File: config.mk
export PLATFORM = sky130hd
export DESIGN_NAME = lots_ctrl
export DESIGN_NICKNAME = d
export VERILOG_FILES = /design/src/rtl/lots_pkg.sv /design/src/rtl/lots_ctrl.sv
export SDC_FILE = /design/constraint.sdc
export NUM_CORES = 1
export LEC_CHECK = 0
export BUFFER_PORTS_ARGS = -buffer_cell sky130_fd_sc_hd__buf_2
export CORE_AREA = 2 2 39 41
export CTS_CLUSTER_DIAMETER = 60
export DETAILED_ROUTE_END_ITERATION = 8
export DIE_AREA = 0 0 41 43
export SLEW_MARGIN = 40
export SYNTH_ARGS = -nofsm -noshare
export SYNTH_HDL_FRONTEND = slang
export SYNTH_SLANG_ARGS = --single-unit
export TNS_END_PERCENT = 10
File: constraint.sdc
create_clock -name clk -period 3.65 [get_ports clk]
set_clock_uncertainty 0.15 [all_clocks]
set_input_delay 0.365 -clock clk [delete_from_list [all_inputs] [get_ports clk]]
set_output_delay 0.365 -clock clk [all_outputs]
set_load 0.005 [all_outputs]
File: src/rtl/lots_pkg.sv
// Package for the letter order sort block: sizes, command codes, and the
// controller/datapath command and status structs. No dependencies.
`default_nettype none
package lots_pkg;
  localparam int NUM_LETTERS = 26;
  localparam int STACK_DEPTH = 1024;
  localparam int LW = 5;
  localparam int SPW = $clog2(STACK_DEPTH + 1);
  localparam int SAW = $clog2(STACK_DEPTH);
  localparam int ADJW = $clog2(NUM_LETTERS * NUM_LETTERS);
  localparam int CNTW = $clog2(NUM_LETTERS + 1);
  localparam logic [LW-1:0] END_MARK = LW'(26);

  localparam logic [1:0] CMD_BEGIN = 2'd0;
  localparam logic [1:0] CMD_PAIR  = 2'd1;
  localparam logic [1:0] CMD_SORT  = 2'd2;

  typedef struct packed {
    logic walk_init;
    logic top_read;
    logic top_eval;
    logic nb_eval;
    logic emit_init;
    logic emit_beat;
  } lots_cmd_t;

  typedef struct packed {
    logic stack_empty;
    logic has_nb;
    logic emit_done;
  } lots_stat_t;

  function automatic logic is_letter(input logic [LW-1:0] v);
    return (32'(v) < NUM_LETTERS) && (v != END_MARK);
  endfunction
endpackage
`default_nettype wire

File: src/rtl/lots_ctrl.sv
// Controller: accepts items, sequences the stack walk and the emit beats.
// Depends on lots_pkg.
`default_nettype none
module lots_ctrl (
  input  wire logic clk,
  input  wire logic rst,
  input  wire logic in_valid,
  output logic in_stall,
  input  wire logic [1:0] command,
  output logic out_valid,
  input  wire logic out_stall,
  output logic pair_we,
  output logic begin_we,
  output lots_pkg::lots_cmd_t cmd,
  input  wire lots_pkg::lots_stat_t stat
);
  import lots_pkg::*;

  localparam logic [2:0] S_IDLE = 3'd0, S_TOPR = 3'd1, S_TOPE = 3'd2,
                         S_NBR = 3'd3, S_NBE = 3'd4, S_EMR = 3'd5, S_EMIT = 3'd6;
  logic [2:0] state, state_next;
  logic acc;

  assign in_stall = (state != S_IDLE);
  assign acc = in_valid && !in_stall;
  assign begin_we = acc && command == CMD_BEGIN;
  assign pair_we = acc && command == CMD_PAIR;

  always_comb begin
    cmd = '0;
    state_next = state;
    unique case (state)
      S_IDLE: if (acc && command == CMD_SORT) begin
        cmd.walk_init = 1'b1;
        state_next = S_TOPR;
      end
      S_TOPR: begin
        cmd.top_read = 1'b1;
        state_next = S_TOPE;
      end
      S_TOPE: begin
        cmd.top_eval = 1'b1;
        state_next = S_NBR;
      end
      S_NBR: begin
        if (stat.stack_empty) state_next = S_EMR;
        else if (stat.has_nb) state_next = S_NBE;
        else state_next = S_TOPR;
      end
      S_NBE: begin
        cmd.nb_eval = 1'b1;
        state_next = S_NBR;
      end
      S_EMR: begin
        cmd.emit_init = 1'b1;
        state_next = S_EMIT;
      end
      S_EMIT: if (!out_stall) begin
        cmd.emit_beat = 1'b1;
        if (stat.emit_done) state_next = S_IDLE;
      end
      default: state_next = S_IDLE;
    endcase
  end

  assign out_valid = (state == S_EMIT);

  always_ff @(posedge clk) begin
    if (rst) state <= S_IDLE;
    else state <= state_next;
  end
endmodule
`default_nettype wire

==> metrics.txt, run 1 <==
# TYPE chip_impl_metric gauge
chip_impl_metric{name="netlist-cell-type-count",unit=""} 21
chip_impl_metric{name="synth_compound_area_frac",unit=""} 0.192
chip_impl_metric{name="detailedRoute.firstIterationViolations",unit=""} 3
chip_impl_info{name="run_status",value="completed"} 1
chip_impl_metric{name="synth.cell_area",unit="um2"} 248
chip_impl_metric{name="area_growth_synth_to_finish",unit="%"} 51.0
chip_impl_metric{name="postCtsHoldBufs",unit=""} 0
chip_impl_metric{name="hold_violation_count_in_the_final_report",unit=""} 0
chip_impl_metric{name="dieWidth",unit="um"} 41
chip_impl_metric{name="cp.arrival",unit="ps"} 1370
chip_impl_metric{name="cts_max_path_buffers",unit=""} 2
chip_impl_info{name="tritoncts",value="yes"} 1
chip_impl_metric{name="final-max-slew-violation-count",unit=""} 0
chip_impl_metric{name="drtPass1Iterations",unit=""} 4
chip_impl_metric{name="postSynthAreaPerCell",unit="um2"} 7.74
chip_impl_metric{name="timing.critical_path.fanout_max",unit=""} 10
chip_impl_metric{name="ir_drop",unit="uV"} 135
chip_impl_metric{name="grt_start_max_net_pins",unit=""} 11
chip_impl_metric{name="die_height",unit="um"} 43
chip_impl_info{name="setup.worst_path.class",value="reg2out"} 1
chip_impl_info{name="clock_tree.root_cell",value="clkbuf_4"} 1
chip_impl_metric{name="synthSimpleGateAreaFrac",unit=""} 0.439
chip_impl_info{name="setup.worst_path.start_class",value="flop"} 1
chip_impl_metric{name="post_synth_xor_area_fraction",unit=""} 0
chip_impl_metric{name="power-per-cell-area",unit="nW/um2"} 403
chip_impl_metric{name="synth_seq_area_share",unit=""} 0.242
chip_impl_metric{name="postSynthCellCount",unit=""} 32
chip_impl_metric{name="first_global_vias",unit=""} 255
chip_impl_metric{name="routedWlPerCell",unit="um"} 8.87
chip_impl_metric{name="synth-seq-cells",unit=""} 3
chip_impl_metric{name="wirelength",unit="um"} 603
chip_impl_metric{name="net-switching-power",unit="mW"} 0.0481
chip_impl_metric{name="combinational_group_share_of_total_power",unit=""} 0.291
chip_impl_info{name="min_path_type",value="in2reg"} 1
chip_impl_metric{name="grt_first_pass_wirelength",unit="um"} 986
chip_impl_metric{name="synth_nets",unit=""} 41
chip_impl_metric{name="placed_cells_incl_taps",unit=""} 64
chip_impl_info{name="main_combinational_cell_family_by_area_after_synthesis",value="simple AND/OR/NAND/NOR gates"} 1
chip_impl_metric{name="cts_made_buffers",unit=""} 3
chip_impl_metric{name="power_frac_seq",unit=""} 0.312
chip_impl_metric{name="globalRoute.totalOverflow",unit=""} 0
chip_impl_metric{name="setup_tns",unit="ps"} 0
chip_impl_info{name="top_register",value="state"} 1
chip_impl_metric{name="p_leak",unit="nW"} 0.189
chip_impl_info{name="rsz0062_at_grt",value="false"} 1
chip_impl_info{name="critical_path.endpoint_type",value="output port"} 1
chip_impl_metric{name="post_cts.resized_instances",unit=""} 0
chip_impl_metric{name="fin_nets",unit=""} 62
chip_impl_metric{name="cap_violations",unit=""} 0
chip_impl_metric{name="final.period_utilization",unit=""} 0.517
chip_impl_metric{name="antenna_found_initial",unit=""} 0
chip_impl_metric{name="postCtsSetupRepairBufs",unit=""} 0
chip_impl_metric{name="vias_per_cell",unit=""} 4.35
chip_impl_metric{name="rows",unit=""} 14
chip_impl_metric{name="final-instance-count-excl-fill",unit=""} 68
chip_impl_metric{name="cts_max_level",unit=""} 1
chip_impl_metric{name="detail-route-antenna-nets",unit=""} 0
chip_impl_metric{name="power.switching_fraction",unit=""} 0.318
chip_impl_info{name="worst_path_max_delay_cell",value="dfxtp_1"} 1
chip_impl_info{name="layout_top_registers",value="state (3)"} 1
chip_impl_metric{name="internal-power",unit="mW"} 0.103
chip_impl_metric{name="share_of_post_route_cells_with_drive_strength_above_1",unit=""} 0.500
chip_impl_metric{name="n_fill_cell",unit=""} 153
chip_impl_metric{name="drc",unit=""} 0
chip_impl_metric{name="start_util",unit=""} 0.179
chip_impl_metric{name="dr_total_vias",unit=""} 296
chip_impl_metric{name="grt_use_total",unit=""} 0.0891
chip_impl_metric{name="final-setup-viol-count",unit=""} 0
chip_impl_metric{name="port_buffers",unit=""} 18
chip_impl_metric{name="power.share.clock",unit=""} 0.396
chip_impl_metric{name="timing.fmax",unit="MHz"} 530
chip_impl_metric{name="yosys.area_share.adder",unit=""} 0
chip_impl_metric{name="insertedDiodeCount",unit=""} 0
chip_impl_metric{name="insertion_delay",unit="ps"} 240
chip_impl_metric{name="worst_ep_required_time",unit="ps"} 3130
chip_impl_metric{name="total_clock_sinks",unit=""} 3
chip_impl_metric{name="hpwl",unit="um"} 467
chip_impl_metric{name="core-area",unit="um2"} 1380
chip_impl_metric{name="io_pins",unit=""} 19
chip_impl_metric{name="fraction_of_synthesized_area_in_multiplexers",unit=""} 0.0404
chip_impl_metric{name="period_needed",unit="ps"} 1890
chip_impl_metric{name="slew_at_the_pin_with_the_worst_max_slew_slack",unit="ps"} 298
chip_impl_metric{name="routabilityCongestion",unit=""} 0.753
chip_impl_metric{name="die_area",unit="um2"} 1760
chip_impl_metric{name="synth-warning-count",unit=""} 0
chip_impl_info{name="cp_cell_sequence",value="nor3_2, nand2_1, nor3b_1, buf_2"} 1
chip_impl_metric{name="max_ffs_per_register",unit=""} 3
chip_impl_metric{name="cpPeakStageDelay",unit="ps"} 380
chip_impl_metric{name="worst_slew_margin_rel",unit=""} 0.801
chip_impl_metric{name="cts.clk_slew.worst_paths",unit="ps"} 40
-- layout make-up --
type | instances | area (um2) | area share
Timing Repair Buffer | 18 | 90.1 | 0.241
Inverter | 3 | 11.3 | 0.0301
Sequential cell | 3 | 60.1 | 0.161
Tap cell | 16 | 20.0 | 0.0535
Clock buffer | 4 | 26.3 | 0.0702
Multi-Input combinational cell | 24 | 166 | 0.445
-- critical path, delay by kind of cell, from the launching register on --
kind                   cells  cell delay, ps
and+or+nand+nor            3             610
DFF                        1             380
buffers and inverters      1             140
-- path summary, 6_finish.rpt --
kind / cells past startpoint / startpoint / to / slack, ps
hold reg to reg: 1 / state[0]$_SDFFE_PP0P_ / state[0]$_SDFFE_PP0P_ / 480
setup / recovery: 4 / state[1]$_SDFFE_PP0P_ / cmd[5] / 1760
hold / removal: 2 / rst / state[1]$_SDFFE_PP0P_ / 190
setup reg to reg: 2 / state[1]$_SDFFE_PP0P_ / state[0]$_SDFFE_PP0P_ / 2350
-- metal layers --
metal / GRT usage / wire length [um]
met2: 0.100 / 248
met3: 0.0314 / 58
met5: 0 / 0
met4: 0.120 / 14
met1: 0.105 / 281
-- cells in the mapped netlist (all sizes together) --
cell / n / area [um2]
and2: 1 / 6.26
a21oi: 1 / 5.00
nand2: 2 / 7.51
dfxtp: 3 / 60.1
and3b: 2 / 20.0
nor2b: 1 / 6.26
a31oi: 1 / 6.26
inv: 3 / 11.3
clkbuf: 1 / 5.00
o22ai: 1 / 6.26
o21ba: 1 / 10.0
nand2b: 1 / 6.26
or2b: 1 / 7.51
mux2i: 1 / 10.0
nor3b: 4 / 30.0
nor3: 4 / 25.0
o21ai: 2 / 10.0
buf: 1 / 5.00
a2111oi: 1 / 10.0
-- kinds of logic after synthesis --
kind of cell	after synthesis
AOI/OAI and AO/OA	7
and+or+nand+nor	16
muxes	1
DFF	3
buffers and inverters	5
-- power groups by stage --
stage / Sequential (mW) / Clock (mW) / Combinational, mW
global placement: 0.0473 / 0 / 0.0437
detailed placement: 0.0475 / 0 / 0.0439
global route: 0.0492 / 0.0645 / 0.0501
finish: 0.0471 / 0.0598 / 0.0440
floorplan: 0.0414 / 0 / 0.0324
CTS: 0.0469 / 0.0624 / 0.0443
-- metrics by stage --
stage          cell area (um2)  hold WS, ps  utilization  worst slack [ps]  power [mW]
2_1_floorplan              248          294            -              2140      0.0738
3_3_place_gp               348          439        0.251              2060      0.0910
3_5_place_dp               348          438        0.251              2020      0.0914
4_1_cts                    374          190        0.270              1750       0.154
5_1_grt                    374          209        0.270              1660       0.164
6_report                   374          194        0.270              1760       0.151
-- cell usage in the layout, fill, tap and decap left out, types with 2 or more instances in the layout --
cell type	netlist	routed
and3b_2	2	2
buf_2	1	18
dfxtp_1	3	3
inv_1	2	2
nand2_1	2	2
nor3b_1	4	4
nor3_1	3	3
o21ai_0	2	2
clkbuf_4	0	3
Note: power is estimated with default switching activity, not from simulation.
==> run 2, diff against run 1 <==
Settings changed: ABC_AREA set to 1.
Clock period 3.65 ns to 1.5 ns, I/O delays scaled along.
==> run 2 against run 1 <==
Area after synthesis unchanged; global-route usage is 0.31 points higher; die area did not move; worst hold slack got worse by 96 ps; combinational power rose to 3.5 times the previous value; clock-buffer cell count is the same; flip-flop and latch count did not move; design area rose by 13%; first-iteration DRC count rose by 33%; via count up 19%.
==> metrics.txt, run 2 <==
# TYPE chip_impl_metric gauge
chip_impl_metric{name="final-max-slew-violation-count",unit=""} 0
chip_impl_metric{name="routedWlPerCell",unit="um"} 8.02
chip_impl_metric{name="hold_violation_count_in_the_final_report",unit=""} 0
chip_impl_metric{name="synth-seq-cells",unit=""} 3
chip_impl_info{name="uppermost_signal_routing_layer_after_detailed_routing",value="met3"} 1
chip_impl_info{name="yosys-top-cells-area",value="dfxtp_1 (24%), inv_1 (15%), nor2_1 (14%)"} 1
chip_impl_metric{name="antenna_found_initial",unit=""} 0
chip_impl_metric{name="number_of_cells_on_the_critical_path",unit=""} 6
chip_impl_metric{name="drc",unit=""} 0
chip_impl_metric{name="cts_max_level",unit=""} 1
chip_impl_metric{name="cp.arrival",unit="ps"} 1170
chip_impl_info{name="setup.worst_path.class",value="reg2out"} 1
chip_impl_metric{name="period_needed",unit="ps"} 1470
chip_impl_info{name="critical_path.endpoint_type",value="output port"} 1
chip_impl_info{name="timing.critical_path.mode_cell",value="nand2_2"} 1
chip_impl_metric{name="first_global_vias",unit=""} 313
chip_impl_metric{name="postSynthAreaPerCell",unit="um2"} 5.39
chip_impl_metric{name="detailedRoute.firstIterationViolations",unit=""} 4
chip_impl_metric{name="n_fill_cell",unit=""} 159
chip_impl_metric{name="wl_met1",unit="um"} 261
chip_impl_metric{name="max_ffs_per_register",unit=""} 3
chip_impl_metric{name="wirelength",unit="um"} 690
chip_impl_info{name="setup.worst_path.start_class",value="flop"} 1
chip_impl_info{name="layout_top_registers",value="state (3)"} 1
chip_impl_metric{name="dr_total_vias",unit=""} 352
chip_impl_metric{name="globalRoute.totalOverflow",unit=""} 0
chip_impl_info{name="synth_area_leader_cell",value="dfxtp_1"} 1
chip_impl_metric{name="post_synth_edffs",unit=""} 0
chip_impl_metric{name="grt_start_max_net_pins",unit=""} 7
chip_impl_metric{name="synth-warning-count",unit=""} 0
chip_impl_info{name="most_numerous_cell_in_the_yosys_netlist",value="inv_1"} 1
chip_impl_info{name="clock_tree.root_cell",value="clkbuf_4"} 1
chip_impl_info{name="cp_cell_sequence",value="inv_2, nand2_2, nor2_4, nand2_2, nor3_2, buf_2"} 1
chip_impl_metric{name="detail-route-antenna-nets",unit=""} 0
chip_impl_metric{name="cts_made_buffers",unit=""} 3
chip_impl_metric{name="netlist-cell-type-count",unit=""} 12
chip_impl_metric{name="final.period_utilization",unit=""} 0.978
chip_impl_metric{name="finalHoldWorstSlack",unit="ps"} 98.3
chip_impl_metric{name="worst_slew_margin_rel",unit=""} 0.799
chip_impl_metric{name="share_of_post_route_cells_with_drive_strength_above_1",unit=""} 0.500
chip_impl_info{name="mostFrequentLayoutCell",value="buf_2"} 1
chip_impl_metric{name="dieWidth",unit="um"} 41
chip_impl_metric{name="routabilityCongestion",unit=""} 0.733
chip_impl_metric{name="total_power",unit="mW"} 0.413
chip_impl_metric{name="port_buffers",unit=""} 18
chip_impl_metric{name="timing.fmax",unit="MHz"} 681
chip_impl_metric{name="timing.critical_path.fanout_max",unit=""} 6
chip_impl_metric{name="vias_per_cell",unit=""} 4.09
chip_impl_metric{name="setup_tns",unit="ps"} 0
chip_impl_metric{name="placed_cells_incl_taps",unit=""} 80
chip_impl_metric{name="area_share_of_the_leading_cell_type_in_the_synthesized_netlist",unit=""} 0.242
chip_impl_metric{name="rows",unit=""} 14
chip_impl_metric{name="p_leak",unit="nW"} 0.271
chip_impl_metric{name="insertion_delay",unit="ps"} 230
chip_impl_metric{name="die_height",unit="um"} 43
chip_impl_metric{name="dr_wl_met3",unit="um"} 60
chip_impl_info{name="synthFlopType",value="dfxtp_1"} 1
chip_impl_metric{name="slew_at_the_pin_with_the_worst_max_slew_slack",unit="ps"} 300
chip_impl_metric{name="grt_use_total",unit=""} 0.0922
chip_impl_metric{name="area_growth_synth_to_finish",unit="%"} 71.2
chip_impl_metric{name="met2RoutedLength",unit="um"} 368
chip_impl_metric{name="io_pins",unit=""} 19
chip_impl_info{name="final_cell_mix",value="buf_2 (18), inv_1 (9), nor2_1 (8), nand2_1 (6), nand3_1 (4)"} 1
chip_impl_metric{name="final-instance-count-excl-fill",unit=""} 86
chip_impl_metric{name="total_clock_sinks",unit=""} 3
chip_impl_info{name="rsz0062_at_grt",value="true"} 1
chip_impl_metric{name="synth_nets",unit=""} 55
chip_impl_metric{name="grt_first_pass_wirelength",unit="um"} 1050
chip_impl_metric{name="worst_ep_required_time",unit="ps"} 1200
chip_impl_metric{name="cpPeakStageDelay",unit="ps"} 350
chip_impl_info{name="synth.top_cells.by_count",value="inv_1 (10), nor2_1 (9), nand2_1 (7)"} 1
chip_impl_metric{name="hpwl",unit="um"} 535
chip_impl_metric{name="path_buf_inv",unit=""} 2
chip_impl_metric{name="cts_max_path_buffers",unit=""} 2
chip_impl_metric{name="fin_nets",unit=""} 80
chip_impl_metric{name="postSynthCellCount",unit=""} 46
chip_impl_metric{name="drtPass1Iterations",unit=""} 4
chip_impl_info{name="cp_top_delay_family",value="simple AND/OR/NAND/NOR gates"} 1
chip_impl_info{name="tritoncts",value="yes"} 1
chip_impl_metric{name="worstHoldPathCells",unit=""} 3
chip_impl_metric{name="synth.cell_area",unit="um2"} 248
chip_impl_info{name="min_path_type",value="in2reg"} 1
chip_impl_metric{name="start_util",unit=""} 0.179
chip_impl_metric{name="r2r_cells",unit=""} 6
chip_impl_metric{name="synth_seq_area_share",unit=""} 0.242
chip_impl_metric{name="cts.clk_slew.worst_paths",unit="ps"} 40
chip_impl_metric{name="power-per-cell-area",unit="nW/um2"} 974
chip_impl_metric{name="final-setup-viol-count",unit=""} 0
chip_impl_info{name="run_status",value="completed"} 1
chip_impl_metric{name="fraction_of_registers_with_async_set_reset",unit=""} 0
chip_impl_info{name="top_register",value="state"} 1
chip_impl_metric{name="insertedDiodeCount",unit=""} 0
chip_impl_metric{name="cap_violations",unit=""} 0
chip_impl_info{name="worst_path_max_delay_cell",value="dfxtp_2"} 1
chip_impl_metric{name="die_area",unit="um2"} 1760
chip_impl_metric{name="ir_drop",unit="uV"} 387
chip_impl_metric{name="core-area",unit="um2"} 1380
==> run 2: cell types whose count changed in the layout (fill, tap and decap cells not counted), moves of 3 or more <==
| cell | change |
|---|---|
| nor3b_1 | -4 |
| nor2_1 | +8 |
| inv_1 | +7 |
| nand3_1 | +4 |
| nand2_1 | +4 |
| nand2_2 | +3 |
==> run 2: what timing repair did <==
item                                    in CTS  in global routing
endpoints found under the setup margin       3                  3
hold buffers                                 1                  0
resized for setup                            3                  5
pin swaps                                    0                  0
hold endpoints to repair                     2                  0
setup buffers                                0                  1
==> run 2: kinds of logic after synthesis <==
family / Yosys count / share of synthesized area
compound gates: 4 / 0.0959
simple gates: 27 / 0.480
flops: 3 / 0.242
buf+inv: 12 / 0.182
==> run 2: worst paths after layout <==
check,slack (ps),endpoint,from
worst max-delay path,30,begin_we,state[0]$_SDFFE_PP0P_
worst min-delay path,100,state[1]$_SDFFE_PP0P_,out_stall
worst max register to register,270,state[0]$_SDFFE_PP0P_,state[1]$_SDFFE_PP0P_
worst min register to register,480,state[1]$_SDFFE_PP0P_,state[0]$_SDFFE_PP0P_
==> run 2: power by group <==
group	total, mW	switching [mW]	leakage [nW]	internal, mW
Sequential	0.118	0.0243	0.0254	0.0933
Clock	0.141	0.0418	0.0150	0.0997
Combinational	0.154	0.0837	0.230	0.0702
==> run 2: cell type report <==
| class | count | area (um2) | area share |
|---|---|---|---|
| clock buffer | 4 | 26.3 | 0.0619 |
| inverter | 12 | 45.0 | 0.106 |
| multi-input combinational | 31 | 163 | 0.383 |
| sequential | 3 | 62.6 | 0.147 |
| tap | 16 | 20.0 | 0.0472 |
| timing repair buffer | 20 | 108 | 0.254 |
==> run 2: worst min-delay path: cells and delay by family <==
kind            cells  cell delay [ps]
buf+inv             1              100
compound gates      2              200
==> run 2: routing by layer <==
| layer | vias up | global-route usage |
|---|---|---|
| met5 | - | 0 |
| met4 | 0 | 0.0600 |
| met3 | 0 | 0.0628 |
| met2 | 12 | 0.141 |
| met1 | 153 | 0.0831 |
| li1 | 187 | - |
==> run 2: through the flow <==
stage          area (um2)   util  setup slack (ps)
5_1_grt               424  0.307             -52.6
3_3_place_gp          358  0.259               190
6_report              424  0.307              32.6
4_1_cts               398  0.288              1.76
3_5_place_dp          358  0.259               176
2_1_floorplan         248      -               334
==> run 3, diff against run 2 <==
Settings changed: PLACE_DENSITY set to 0.46.
==> run 3 against run 2 <==
Utilization up 0.72 points; design area up 2.4%; die area unchanged; sequential power about the same.
==> metrics.txt, run 3 (synthesis results as in run 2) <==
# TYPE chip_impl_metric gauge
chip_impl_metric{name="insertion_delay",unit="ps"} 230
chip_impl_metric{name="cp.arrival",unit="ps"} 1140
chip_impl_metric{name="cap_violations",unit=""} 0
chip_impl_info{name="tritoncts",value="yes"} 1
chip_impl_metric{name="total_power",unit="mW"} 0.422
chip_impl_metric{name="dr_total_vias",unit=""} 338
chip_impl_info{name="cp_cell_sequence",value="inv_4, nand2_2, nor2_4, nand2_2, nor3_1, buf_2"} 1
chip_impl_metric{name="antenna_found_initial",unit=""} 0
chip_impl_metric{name="io_pins",unit=""} 19
chip_impl_metric{name="r2r_cells",unit=""} 5
chip_impl_metric{name="slew_at_the_pin_with_the_worst_max_slew_slack",unit="ps"} 304
chip_impl_metric{name="drtPass1Iterations",unit=""} 4
chip_impl_metric{name="r2r_setup_slack",unit="ps"} 310
chip_impl_info{name="setup.worst_path.class",value="reg2out"} 1
chip_impl_metric{name="worstHoldPathCells",unit=""} 4
chip_impl_metric{name="drc",unit=""} 0
chip_impl_metric{name="die_area",unit="um2"} 1760
chip_impl_metric{name="share_of_post_route_cells_with_drive_strength_above_1",unit=""} 0.486
chip_impl_metric{name="start_util",unit=""} 0.179
chip_impl_metric{name="worst_slew_margin_rel",unit=""} 0.797
chip_impl_metric{name="insertedDiodeCount",unit=""} 0
chip_impl_metric{name="routedWlPerCell",unit="um"} 7.47
chip_impl_metric{name="cts.clk_slew.worst_paths",unit="ps"} 30
chip_impl_metric{name="hpwl",unit="um"} 502
chip_impl_metric{name="vias_per_cell",unit=""} 3.84
chip_impl_info{name="timing.critical_path.mode_cell",value="nand2_2"} 1
chip_impl_metric{name="first_global_vias",unit=""} 239
chip_impl_metric{name="cpPeakStageDelay",unit="ps"} 360
chip_impl_metric{name="max_ffs_per_register",unit=""} 3
chip_impl_metric{name="port_buffers",unit=""} 18
chip_impl_metric{name="p_leak",unit="nW"} 0.278
chip_impl_metric{name="final-max-slew-violation-count",unit=""} 0
chip_impl_metric{name="cts_max_path_buffers",unit=""} 2
chip_impl_metric{name="worst_ep_required_time",unit="ps"} 1200
chip_impl_metric{name="power-per-cell-area",unit="nW/um2"} 972
chip_impl_metric{name="rows",unit=""} 14
chip_impl_metric{name="grt_first_pass_wirelength",unit="um"} 869
chip_impl_info{name="r2r-end",value="state[0]$_SDFFE_PP0P_"} 1
chip_impl_metric{name="place_ws",unit="ps"} 180
chip_impl_info{name="critical_path.endpoint_type",value="output port"} 1
chip_impl_metric{name="final-setup-viol-count",unit=""} 0
chip_impl_info{name="min_path_type",value="in2reg"} 1
chip_impl_metric{name="die_height",unit="um"} 43
chip_impl_metric{name="final-instance-count-excl-fill",unit=""} 88
chip_impl_metric{name="cts_made_buffers",unit=""} 3
chip_impl_metric{name="core-area",unit="um2"} 1380
chip_impl_info{name="hold_path_end",value="state[0]$_SDFFE_PP0P_"} 1
chip_impl_metric{name="fin_nets",unit=""} 82
chip_impl_info{name="mostFrequentLayoutCell",value="buf_2"} 1
chip_impl_metric{name="period_needed",unit="ps"} 1440
chip_impl_metric{name="area_growth_synth_to_finish",unit="%"} 75.3
chip_impl_metric{name="final.period_utilization",unit=""} 0.958
chip_impl_metric{name="ir_drop",unit="uV"} 385
chip_impl_metric{name="routabilityCongestion",unit=""} 0.649
chip_impl_metric{name="fin_area",unit="um2"} 434
chip_impl_metric{name="placed_cells_incl_taps",unit=""} 80
chip_impl_info{name="final_cell_mix",value="buf_2 (18), inv_1 (9), nor2_1 (8), nand2_1 (6)"} 1
chip_impl_info{name="setup.worst_path.start_class",value="flop"} 1
chip_impl_info{name="layout_top_registers",value="state (3)"} 1
chip_impl_metric{name="total_clock_sinks",unit=""} 3
chip_impl_info{name="critPathLaunch",value="state[0]$_SDFFE_PP0P_"} 1
chip_impl_metric{name="globalRoute.totalOverflow",unit=""} 0
chip_impl_info{name="clock_tree.root_cell",value="clkbuf_4"} 1
chip_impl_metric{name="timing.critical_path.fanout_max",unit=""} 6
chip_impl_metric{name="final_critical_path_setup_slack",unit="ps"} 62.9
chip_impl_metric{name="grt_use_total",unit=""} 0.0783
chip_impl_metric{name="placement.cell_area",unit="um2"} 358
chip_impl_metric{name="hold_violation_count_in_the_final_report",unit=""} 0
chip_impl_metric{name="detailedRoute.firstIterationViolations",unit=""} 6
chip_impl_info{name="run_status",value="completed"} 1
chip_impl_info{name="worst_path_max_delay_cell",value="dfxtp_4"} 1
chip_impl_metric{name="detail-route-antenna-nets",unit=""} 0
chip_impl_info{name="top_register",value="state"} 1
chip_impl_info{name="min_from",value="out_stall"} 1
chip_impl_metric{name="grt_start_max_net_pins",unit=""} 7
chip_impl_metric{name="wirelength",unit="um"} 657
chip_impl_metric{name="timing.fmax",unit="MHz"} 696
chip_impl_metric{name="cts_max_level",unit=""} 1
chip_impl_metric{name="dieWidth",unit="um"} 41
chip_impl_info{name="r2r-start",value="state[1]$_SDFFE_PP0P_"} 1
run 3: cell count changes in the layout (fill, tap and decap cells not counted), sizes merged:
cell | before | now
buf | 19 | 21
run 3: critical path, delay by kind of cell (launching register included):
kind                   cells  cell delay, ps
flip-flops                 1             360
buffers and inverters      2             200
AND/OR/NAND/NOR            4             340
run 3: metal layers:
layer  global-route usage  wire (um)  vias up
met5                    0          0        -
met4                0.100          0        0
li1                     -          -      194
met2                0.113        335        7
met1               0.0772        291      137
met3               0.0157         31        0
run 3: worst max-delay path by stage:
stage | end | slack (ps) | cells past startpoint
detailed placement | pair_we | 180 | 6
floorplan | begin_we | 330 | 5
finish | begin_we | 60 | 6
global route | pair_we | -3 | 6
global placement | begin_we | 160 | 6
CTS | begin_we | 6 | 6
run 3: timing repair:
action | CTS | global route
buffers inserted | 0 | 3
hold buffers | 1 | 0
hold endpoints to repair | 2 | 0
setup endpoints to repair | 3 | 3
resized for setup | 3 | 5
run 3: cell type report:
cell class                      count  area, um2
Clock buffer                        4       26.3
Fill cell                         174        950
Inverter                           12       47.5
Multi-Input combinational cell     31        153
Sequential cell                     3       65.1
Tap cell                           16       20.0
Timing Repair Buffer               22        123
run 3: report_power, final:
part           internal (mW)  switching (mW)
clock                 0.0995          0.0385
sequential            0.0945          0.0261
combinational         0.0826          0.0807
total                  0.277           0.145
run 3: metrics by stage:
step | setup TNS [ps] | hold slack [ps] | util
after floorplan | 0 | 69.1 | -
final | 0 | 95.2 | 0.314
after global placement | 0 | 194 | 0.259
after global routing | -4.35 | 130 | 0.314
after detailed placement | 0 | 203 | 0.259
after CTS | 0 | 94.7 | 0.288
